===== config.mk =====
export PLATFORM = sky130hd
export DESIGN_NAME = pid_motor_speed_step
export DESIGN_NICKNAME = d
export VERILOG_FILES = /design/src/rtl/pms_pkg.sv /design/src/rtl/pms_csr.sv /design/src/rtl/pms_core.sv /design/src/rtl/pid_motor_speed_step.sv
export SDC_FILE = /design/constraint.sdc
export NUM_CORES = 2
export LEC_CHECK = 0
export ABC_AREA = 1
export BUFFER_PORTS_ARGS = -buffer_cell sky130_fd_sc_hd__buf_2
export CAP_MARGIN = 20
export CORE_MARGIN = 2
export CORE_UTILIZATION = 55
export DETAILED_ROUTE_END_ITERATION = 7
export PLACE_DENSITY = 0.73
export SYNTH_ARGS = -nofsm -noshare
export SYNTH_HDL_FRONTEND = slang
export SYNTH_SLANG_ARGS = --single-unit

===== constraint.sdc =====
create_clock -name clock -period 13.3 [get_ports clock]
set_input_delay 2.66 -clock clock [delete_from_list [all_inputs] [get_ports clock]]
set_output_delay 2.66 -clock clock [all_outputs]
set_load 0.02 [all_outputs]

===== src/rtl/pms_pkg.sv =====
`default_nettype none

package pms_pkg;

   localparam int unsigned CSR_INDEX_W = 3;
   localparam int unsigned CSR_DATA_W = 16;

   // power-of-two gain scales, as shift counts
   localparam int unsigned PROP_SHIFT = 7;
   localparam int unsigned DERIV_SHIFT = 7;
   localparam int unsigned INTEG_SHIFT = 10;

   localparam int DRIVE_MAX = 255;

   typedef enum logic [CSR_INDEX_W-1:0] {
      REG_PROP_GAIN       = 3'd0,
      REG_DERIV_GAIN      = 3'd1,
      REG_INTEG_GAIN      = 3'd2,
      REG_FEEDFORWARD     = 3'd3,
      REG_SUM_LIMIT       = 3'd4,
      REG_SETPOINT_FIRST  = 3'd5,
      REG_SETPOINT_SECOND = 3'd6,
      REG_SETPOINT_THIRD  = 3'd7
   } reg_index_type;

   localparam logic signed [15:0] PROP_GAIN_RST = 16'sd33;
   localparam logic signed [15:0] DERIV_GAIN_RST = -16'sd105;
   localparam logic signed [15:0] INTEG_GAIN_RST = 16'sd12;
   localparam logic signed [8:0] FEEDFORWARD_RST = 9'sd100;
   localparam logic [14:0] SUM_LIMIT_RST = 15'd10000;
   localparam logic [7:0] SETPOINT_FIRST_RST = 8'd120;
   localparam logic [7:0] SETPOINT_SECOND_RST = 8'd140;
   localparam logic [7:0] SETPOINT_THIRD_RST = 8'd160;

   typedef struct packed {
      logic signed [15:0] prop_gain;
      logic signed [15:0] deriv_gain;
      logic signed [15:0] integ_gain;
      logic signed [8:0]  feedforward;
      logic [14:0]        sum_limit;
      logic [7:0]         setpoint_first;
      logic [7:0]         setpoint_second;
      logic [7:0]         setpoint_third;
   } cfg_type;

   typedef struct packed {
      logic [7:0] drive;
      logic [7:0] setpoint_now;
      logic       run_end;
   } result_type;

endpackage

`default_nettype wire


===== src/rtl/pms_csr.sv =====
`default_nettype none

module pms_csr (
   input  wire logic                                clock,
   input  wire logic                                reset,
   input  wire logic                                csr_wr_en,
   input  wire logic [pms_pkg::CSR_INDEX_W-1:0]     csr_index,
   input  wire logic [pms_pkg::CSR_DATA_W-1:0]      csr_wdata,
   output pms_pkg::cfg_type                         cfg
);

   pms_pkg::cfg_type cfg_ff;
   pms_pkg::cfg_type cfg_in;

   always_comb begin
      cfg_in = cfg_ff;
      if (csr_wr_en) begin
         case (pms_pkg::reg_index_type'(csr_index))
            pms_pkg::REG_PROP_GAIN:       cfg_in.prop_gain = csr_wdata;
            pms_pkg::REG_DERIV_GAIN:      cfg_in.deriv_gain = csr_wdata;
            pms_pkg::REG_INTEG_GAIN:      cfg_in.integ_gain = csr_wdata;
            pms_pkg::REG_FEEDFORWARD:     cfg_in.feedforward = csr_wdata[8:0];
            pms_pkg::REG_SUM_LIMIT:       cfg_in.sum_limit = csr_wdata[14:0];
            pms_pkg::REG_SETPOINT_FIRST:  cfg_in.setpoint_first = csr_wdata[7:0];
            pms_pkg::REG_SETPOINT_SECOND: cfg_in.setpoint_second = csr_wdata[7:0];
            pms_pkg::REG_SETPOINT_THIRD:  cfg_in.setpoint_third = csr_wdata[7:0];
            default:                      cfg_in = cfg_ff;
         endcase
      end
   end

   always_ff @(posedge clock) begin
      if (reset) begin
         cfg_ff.prop_gain       <= pms_pkg::PROP_GAIN_RST;
         cfg_ff.deriv_gain      <= pms_pkg::DERIV_GAIN_RST;
         cfg_ff.integ_gain      <= pms_pkg::INTEG_GAIN_RST;
         cfg_ff.feedforward     <= pms_pkg::FEEDFORWARD_RST;
         cfg_ff.sum_limit       <= pms_pkg::SUM_LIMIT_RST;
         cfg_ff.setpoint_first  <= pms_pkg::SETPOINT_FIRST_RST;
         cfg_ff.setpoint_second <= pms_pkg::SETPOINT_SECOND_RST;
         cfg_ff.setpoint_third  <= pms_pkg::SETPOINT_THIRD_RST;
      end else begin
         cfg_ff <= cfg_in;
      end
   end

   assign cfg = cfg_ff;

endmodule

`default_nettype wire


===== src/rtl/pms_core.sv =====
`default_nettype none

module pms_core #(
   parameter int RUN_LENGTH = 300
) (
   input  wire logic          clock,
   input  wire logic          reset,
   input  wire logic          step,
   input  wire logic [7:0]    measured,
   input  wire pms_pkg::cfg_type cfg,
   output pms_pkg::result_type result
);

   localparam int CNT_W = (RUN_LENGTH > 2) ? $clog2(RUN_LENGTH) : 1;
   localparam logic [CNT_W-1:0] CNT_LAST = CNT_W'(RUN_LENGTH - 1);

   localparam logic [1:0] SP_FIRST  = 2'd0;
   localparam logic [1:0] SP_SECOND = 2'd1;
   localparam logic [1:0] SP_THIRD  = 2'd2;

   logic [CNT_W-1:0]   count_ff, count_in;
   logic [7:0]         last_ff, last_in;
   logic signed [15:0] sum_ff, sum_in;
   logic [1:0]         sp_idx_ff, sp_idx_in;

   logic [7:0]         sp;
   logic [1:0]         sp_idx_next;
   logic               first;
   logic               run_end;
   logic signed [8:0]  meas_s;
   logic signed [8:0]  err;
   logic signed [8:0]  delta;
   logic signed [17:0] sum_raw;
   logic signed [17:0] lim_s;
   logic signed [15:0] sum_clamp;
   logic signed [24:0] prod_p, prod_d, bias_p, bias_d;
   logic signed [31:0] prod_i, bias_i;
   logic signed [24:0] adj_p, adj_d;
   logic signed [31:0] adj_i;
   logic signed [16:0] pterm, dterm;
   logic signed [21:0] iterm;
   logic signed [23:0] total;
   logic [7:0]         drive;

   always_comb begin
      case (sp_idx_ff)
         SP_SECOND: begin
            sp = cfg.setpoint_second;
            sp_idx_next = SP_THIRD;
         end
         SP_THIRD: begin
            sp = cfg.setpoint_third;
            sp_idx_next = SP_FIRST;
         end
         default: begin
            sp = cfg.setpoint_first;
            sp_idx_next = SP_SECOND;
         end
      endcase
   end

   assign first   = (count_ff == '0);
   assign run_end = (count_ff == CNT_LAST);
   assign meas_s  = $signed({1'b0, measured});
   assign err     = $signed({1'b0, sp}) - meas_s;
   assign delta   = first ? 9'sd0 : meas_s - $signed({1'b0, last_ff});

   // error sum with symmetric clamp
   assign sum_raw = 18'(sum_ff) + 18'(err);
   assign lim_s   = $signed({3'b000, cfg.sum_limit});

   always_comb begin
      if (sum_raw > lim_s) begin
         sum_clamp = 16'(lim_s);
      end else if (sum_raw < -lim_s) begin
         sum_clamp = 16'(-lim_s);
      end else begin
         sum_clamp = 16'(sum_raw);
      end
   end

   // gain products, shifts truncate toward zero
   assign prod_p = $signed(cfg.prop_gain) * err;
   assign prod_d = $signed(cfg.deriv_gain) * delta;
   assign prod_i = $signed(cfg.integ_gain) * sum_clamp;

   assign bias_p = prod_p[24] ? $signed(25'((1 << pms_pkg::PROP_SHIFT) - 1)) : 25'sd0;
   assign bias_d = prod_d[24] ? $signed(25'((1 << pms_pkg::DERIV_SHIFT) - 1)) : 25'sd0;
   assign bias_i = prod_i[31] ? $signed(32'((1 << pms_pkg::INTEG_SHIFT) - 1)) : 32'sd0;

   assign adj_p = prod_p + bias_p;
   assign adj_d = prod_d + bias_d;
   assign adj_i = prod_i + bias_i;

   assign pterm = 17'(adj_p >>> pms_pkg::PROP_SHIFT);
   assign dterm = 17'(adj_d >>> pms_pkg::DERIV_SHIFT);
   assign iterm = 22'(adj_i >>> pms_pkg::INTEG_SHIFT);

   assign total = 24'(cfg.feedforward) + 24'(pterm) + 24'(dterm) + 24'(iterm);

   always_comb begin
      if (run_end || total < 24'sd0) begin
         drive = 8'd0;
      end else if (total > 24'(pms_pkg::DRIVE_MAX)) begin
         drive = 8'(pms_pkg::DRIVE_MAX);
      end else begin
         drive = total[7:0];
      end
   end

   always_comb begin
      count_in  = count_ff;
      last_in   = last_ff;
      sum_in    = sum_ff;
      sp_idx_in = sp_idx_ff;
      if (step) begin
         if (run_end) begin
            count_in  = '0;
            last_in   = '0;
            sum_in    = '0;
            sp_idx_in = sp_idx_next;
         end else begin
            count_in  = count_ff + 1'b1;
            last_in   = measured;
            sum_in    = sum_clamp;
         end
      end
   end

   always_ff @(posedge clock) begin
      if (reset) begin
         count_ff  <= '0;
         last_ff   <= '0;
         sum_ff    <= '0;
         sp_idx_ff <= SP_FIRST;
      end else begin
         count_ff  <= count_in;
         last_ff   <= last_in;
         sum_ff    <= sum_in;
         sp_idx_ff <= sp_idx_in;
      end
   end

   assign result.drive        = drive;
   assign result.setpoint_now = sp;
   assign result.run_end      = run_end;

endmodule

`default_nettype wire


===== src/rtl/pid_motor_speed_step.sv =====
// channel   dir  handshake            word
// req       in   req_valid/req_ready  req_measured
// rsp       out  rsp_valid/rsp_ready  rsp_drive, rsp_setpoint_now, rsp_run_end
// csr       in   csr_wr_en            csr_index, csr_wdata
//
// one word per cycle sustained while rsp_ready holds; a word accepted into the input
// register reaches the result register through the single update pass, once the
// result register is free or draining. reset clears the controller state and loads
// the register defaults. a stalled result holds; the input register keeps taking a
// word while the result register drains in the same cycle.
`default_nettype none

module pid_motor_speed_step #(
   parameter int RUN_LENGTH = 300
) (
   input  wire logic                             clock,
   input  wire logic                             reset,
   input  wire logic                             req_valid,
   output logic                                  req_ready,
   input  wire logic [7:0]                       req_measured,
   output logic                                  rsp_valid,
   input  wire logic                             rsp_ready,
   output logic [7:0]                            rsp_drive,
   output logic [7:0]                            rsp_setpoint_now,
   output logic                                  rsp_run_end,
   input  wire logic                             csr_wr_en,
   input  wire logic [pms_pkg::CSR_INDEX_W-1:0]  csr_index,
   input  wire logic [pms_pkg::CSR_DATA_W-1:0]   csr_wdata
);

   pms_pkg::cfg_type    cfg;
   pms_pkg::result_type result;

   logic               in_valid_ff, in_valid_in;
   logic [7:0]         in_meas_ff, in_meas_in;
   logic               out_valid_ff, out_valid_in;
   pms_pkg::result_type out_ff, out_in;
   logic               advance;
   logic               take;

   pms_csr u_csr (
      .clock     (clock),
      .reset     (reset),
      .csr_wr_en (csr_wr_en),
      .csr_index (csr_index),
      .csr_wdata (csr_wdata),
      .cfg       (cfg)
   );

   pms_core #(
      .RUN_LENGTH (RUN_LENGTH)
   ) u_core (
      .clock    (clock),
      .reset    (reset),
      .step     (advance),
      .measured (in_meas_ff),
      .cfg      (cfg),
      .result   (result)
   );

   assign advance   = in_valid_ff && (!out_valid_ff || rsp_ready);
   assign req_ready = !in_valid_ff || advance;
   assign take      = req_valid && req_ready;

   always_comb begin
      in_valid_in  = in_valid_ff;
      in_meas_in   = in_meas_ff;
      out_valid_in = out_valid_ff;
      out_in       = out_ff;
      if (take) begin
         in_valid_in = 1'b1;
         in_meas_in  = req_measured;
      end else if (advance) begin
         in_valid_in = 1'b0;
      end
      if (advance) begin
         out_valid_in = 1'b1;
         out_in       = result;
      end else if (rsp_ready) begin
         out_valid_in = 1'b0;
      end
   end

   always_ff @(posedge clock) begin
      if (reset) begin
         in_valid_ff  <= 1'b0;
         out_valid_ff <= 1'b0;
      end else begin
         in_valid_ff  <= in_valid_in;
         out_valid_ff <= out_valid_in;
      end
      in_meas_ff <= in_meas_in;
      out_ff     <= out_in;
   end

   assign rsp_valid        = out_valid_ff;
   assign rsp_drive        = out_ff.drive;
   assign rsp_setpoint_now = out_ff.setpoint_now;
   assign rsp_run_end      = out_ff.run_end;

endmodule

`default_nettype wire


[After elaboration in Yosys (flattened, before gate mapping)]
Index checks and enable logic that the tools add are counted.
Storage, ports and cells
  flip-flop bits (word level): 158
  bits of input ports: 32
  output and inout port bits: 19
  logic and storage cells: 82
Operators by class
  add/sub/neg operators: 11
  multiply operators: 3
  magnitude comparators: 4
  eq/ne operators: 10
  mux-type cells: 16
  reductions and logical operators: 20
Operators with widths (count)
  $mul 16x9->25: 2
  $add 24x8->24: 2
  $mux 16: 3
  $add 32x11->32: 1
  $mul 16x16->32: 1
  $add 24x22->24: 1
  $gt 24x9->1 const B: 1
  $lt 24x1->1 const B: 1
  $add 18x17->19: 1
  $add 9x17->18: 1
  $gt 18x16->1: 1
  $lt 18x18->1: 1
  $mux 9: 2
  $neg 15->18: 1
  $reduce_and 2->1: 9
  $sub 8x8->9: 2
  $add 16x9->17: 1
  $mux 8: 2
  $pmux 8 s2: 1
  $mux 7: 2
  $eq 3x3->1 const B: 4
  $mux 10: 1
  $add 9x1->9 const B: 1
  $eq 9x9->1 const B: 1
  other kinds (12): 21

[Depth between registers and ports, before layout]
  word-level depth: 13
  mapped depth: 110
  gate-level depth less buffers: 106

[By module]
Synthesis repeated with hierarchy kept, for this count alone.
Unflattened totals
  cells, all modules: 4351
  area total of the unflattened synthesis: 32763.9 um^2
Modules (own cells, without submodules)
  pms_core: times used 1, cells an instance 3793, area each 28213.3 um^2, sequential area each 700.7 um^2
  pms_csr: times used 1, cells an instance 521, area each 3708.6 um^2, sequential area each 1921.8 um^2
  pid_motor_speed_step: times used 1, cells an instance 37, area each 842.1 um^2, sequential area each 790.8 um^2

[Worst setup path after synthesis]
OpenSTA, ideal clock, no wires.
  path type: register -> register
  from: register u_core.sp_idx_ff[0]
  to: register out_ff (netlist bit rsp_drive[1]), data pin
  library setup time: 0.249 ns
  arrival time: 14.225 ns
  data required time: 13.051 ns
  setup slack: -1.174 ns
  cell stages (with the launch flop): 102
  buffers on the path: 5
  period minus slack after synthesis: 14.474 ns
  path through: dfxtp_1 inv_1 ha_1 clkbuf_1 inv_1 o21ai_0 inv_1 ha_1 nand3b_1 and2_1 or2_2 nand2_1 a21oi_1 or2_2 nand2_1 a21oi_1 inv_1 or2_2 (+66 left out) a21o_1 nand2_1 nand2_1 nand2_1 nand2_1 a21oi_1 inv_1 nand3_1 nand2_1 nand3_1 nand2_1 xor2_1 nor3_1 nand3_1 nand2_1 nand2_1 nand2_1 inv_1
RTL lines
  start, declared: line pms_core.sv:24  | logic [1:0] sp_idx_ff, sp_idx_in;
  start signal, assigned: line pms_core.sv:140  | sp_idx_ff <= sp_idx_in;
  end signal, assigned: line pid_motor_speed_step.sv:93  | out_ff <= out_in;
  end, declared: line pid_motor_speed_step.sv:37  | pms_pkg::result_type out_ff, out_in;

==> summary.md <==
| Metric | Value |
|---|---|
| CP startpoint kind | `register` |
| Top_reg_cell synth | `dfxtp_1` |
| Initial antenna violation count | `6` |
| Hold-fix buffers, CTS | `0` |
| RR Startpoint | `u_core.sp_idx_ff[0]` |
| Layout cells sized above 1 | `a little over 20%` |
| CTS HTree Levels | `4` |
| Hold EP | `u_csr.cfg[15]` |
| Die Ht | `about 250 um` |
| Post-DRT Antenna Nets | `0` |
| Flop and latch count out of synthesis | `between 150 and 200` |
| # clock sinks | `~160` |
| R2R Setup Slk | `-0.67 ns` |
| Global-route wire length before repair | `approximately 150 mm` |
| Gr ovfl total | `0` |
| Total Nets Final | `around 5500` |
| Critical Path End Type | `register` |
| RSZ-0062 raised after global routing | `true` |
| Critical path peak fanout | `7` |
| Routed len/inst | `between 15 and 20 um` |
| Avg Inst Size Synth | `a little under 8 sq um` |
| Via density per instance | `about 5.4` |
| Router iterations before antenna repair | `6` |
| Clk root buf | `clkbuf_16` |
| Largest area contributor in the netlist | `fa_1` |
| Ys Warns | `0` |
| Area of the mapped netlist | `roughly 0.032 sq mm` |
| Final setup viols | `8` |
| Final Hold Viols | `0` |
| Critical path class | `register to register` |
| Syn nets | `between 4000 and 5000` |
| Port Buffers | `50` |
| Final Skew | `~0.015 ns` |
| Slowest stage delay, CP | `0.54 ns` |
| Max Fclk | `71.6 MHz` |
| Placed instance area | `about 0.037 sq mm` |
| Worst Hold Launch | `u_csr.cfg[15]` |
| RR Endpoint | `rsp_drive[4]` |
| Yosys cell types | `68` |
| CTS tree | `done` |
| I/O pin count | `~50` |
| Syn Inst Count | `just over 4000` |
| Max_cap viols | `0` |
| Largest net degree at the start of global routing | `93` |
| Most used cell, CP | `nand2_2` |
| Worst hold-check path type | `register to register` |
| Final period util | `105%` |
| Die Width | `approximately 250 um` |
| EDFF count, synth | `25` |
| Detailed Place HPWL | `76.7 mm` |
| Core Rows | `88` |
| Relative slew slack | `about a third` |
| Worst-case reg-to-reg path depth | `a little over 90` |
| Fill cells | `roughly 4700` |
| Num CTS Buffers | `17` |
| Commonest non-fill, non-tap cells in the layout | `inv_1, nand2_1, fa_1, buf_4, nor2_1` |
| Post-synth top area share | `about a third` |
| Vias | `just under 30000` |
| Core ar. | `about 0.058 sq mm` |
| Worst path slowest cell | `fa_1` |
| Status | `finished with violations` |
| Initial core utilization | `55.7%` |
| Final core utilization | `roughly two thirds` |
| Min-Delay Path Depth | `2` |
| Synthesis-to-finish area growth | `21.6%` |
| RePlAce Congestion | `0.989` |
| DRC | `0` |
| Arrival @ worst endpoint | `between 10 and 15 ns` |
| WL final | `between 90 and 100 mm` |
| Total track usage | `around a third` |
| FFs w/ async S/R, synth | `0%` |
| Post-route worst setup slack | `-0.669 ns` |
| Clock buffer depth | `2` |
| Commonest non-fill, non-tap cell in the layout | `inv_1` |
| Slew @ Worst Pin | `0.980 ns` |
| Final instance area | `between 0.03 and 0.04 sq mm` |
| Drt first-iter violations | `about 2100` |
| Crit path time final | `between 10 and 15 ns` |
| Worst-path clk slew | `around 0.080 ns` |
| Final Slew Violations | `0` |
| Required @ worst endpoint | `13.53 ns` |
| Die ar. | `around 0.06 sq mm` |
| Dominant cells by area after synthesis | `fa_1, ha_1, inv_1` |
| Pre-CTS setup slack | `-0.992 ns` |
| Vias in the first global route | `around 30000` |
| Clk_lat worst skew | `0.47 ns` |
| Seq/Total Area, Yosys | `a little over a tenth` |
| Failing checks | `setup timing` |
==> layer usage <==
| metal | vias up | global-route usage [%] | part of all wire, % |
|---|---|---|---|
| met4 | 4 | 13.3 | 4.8 |
| met2 | 1103 | 55.5 | 47 |
| met3 | 281 | 5.46 | 7.8 |
| met1 | 14100 | 41.2 | 40 |
| li1 | 13700 | - | - |
| met5 | - | 0 | 0.025 |
==> final cells by class <==
class	count	area (sq um)	area share [%]
Timing Repair inverter	3	23.8	0.0608
Antenna cell	3	7.51	0.0192
Timing Repair Buffer	585	4430	11.3
Multi-Input combinational cell	2960	26200	67.0
Sequential cell	158	3420	8.75
Tap cell	765	957	2.45
Clock inverter	14	168	0.429
Clock buffer	18	429	1.10
Inverter	913	3470	8.87
==> critical path, delay by kind of cell (launching register included) <==
family | cells | cell delay [ns]
adder cells (fa/ha/maj) | 13 | 5.03
AND/OR/NAND/NOR | 50 | 4.76
AO/OA/AOI/OAI | 14 | 1.88
buffers and inverters | 13 | 1.14
XOR/XNOR | 3 | 0.50
flip-flops | 1 | 0.39
==> flip-flops by register name, summed over array words and instances, names as in the netlist <==
name              cells
u_core.last_ff        8
rsp_setpoint_now      8
u_core.sum_ff        16
u_core.sp_idx_ff      2
rsp_valid             1
u_core.count_ff       9
in_meas_ff            8
u_csr.cfg            96
in_valid_ff           1
rsp_drive             8
rsp_run_end           1
==> Yosys cell counts, types with 8 or more instances <==
cell	number
o21ai_1	11
dfxtp_1	133
clkinv_1	12
nor2_1	425
edfxtp_1	25
xnor2_1	51
nor4_1	11
buf_1	18
xor2_1	120
inv_1	872
o21ai_2	13
a21oi_2	9
nor2_2	10
nand2_1	759
nand2_2	18
o21bai_1	12
nand4_1	22
o211ai_1	37
nor3_1	27
a31oi_1	11
clkbuf_1	54
a21oi_1	229
inv_2	27
fa_1	522
nand3_1	133
or2_2	8
ha_1	311
o21ai_0	132
==> worst max-delay path by stage <==
stage / startpoint / endpoint / slack, ns / depth (start not counted)
global route: u_core.sp_idx_ff[0] / rsp_drive[1] / -1.53 / 102
floorplan: u_core.sp_idx_ff[0] / rsp_drive[1] / -0.11 / 100
global placement: u_core.sp_idx_ff[1] / rsp_drive[1] / -0.63 / 90
finish: u_core.sp_idx_ff[0] / rsp_drive[4] / -0.67 / 93
CTS: u_core.sp_idx_ff[0] / rsp_drive[1] / -0.41 / 94
detailed placement: u_core.sp_idx_ff[1] / rsp_drive[1] / -0.99 / 87
==> timing repair <==
| item | CTS | global route |
|---|---|---|
| pin swaps | 73 | 70 |
| endpoints found under the setup margin | 8 | 8 |
| gates resized for setup | 159 | 112 |
| cloned | 4 | 0 |
| setup buffers | 60 | 26 |
==> metrics by stage <==
| stage | hold slack, ns | std cells | TNS, ns |
|---|---|---|---|
| global route | 0.488 | 5417 | -11.56 |
| finish | 0.468 | 5419 | -4.82 |
| CTS | 0.468 | 5392 | -2.61 |
| global placement | 0.440 | 5296 | -4.65 |
| detailed placement | 0.450 | 5296 | -7.40 |
| floorplan | 0.424 | 4119 | -0.506 |
==> kinds of logic (layout without fill, tap and decap cells) <==
logic type / after synthesis / count (layout) / synth area share (%)
flip-flops: 158 / 158 / 10.6
XOR/XNOR: 181 / 181 / 5.16
other: 0 / 3 / 0
adder cells (fa/ha/maj): 833 / 833 / 44.6
buffers and inverters: 1002 / 1533 / 11.9
AO/OA/AOI/OAI: 504 / 504 / 9.20
AND/OR/NAND/NOR: 1441 / 1442 / 18.5
Power is not shown: default switching activity piles up to over one toggle a cycle in this logic, so the estimate is an artifact.
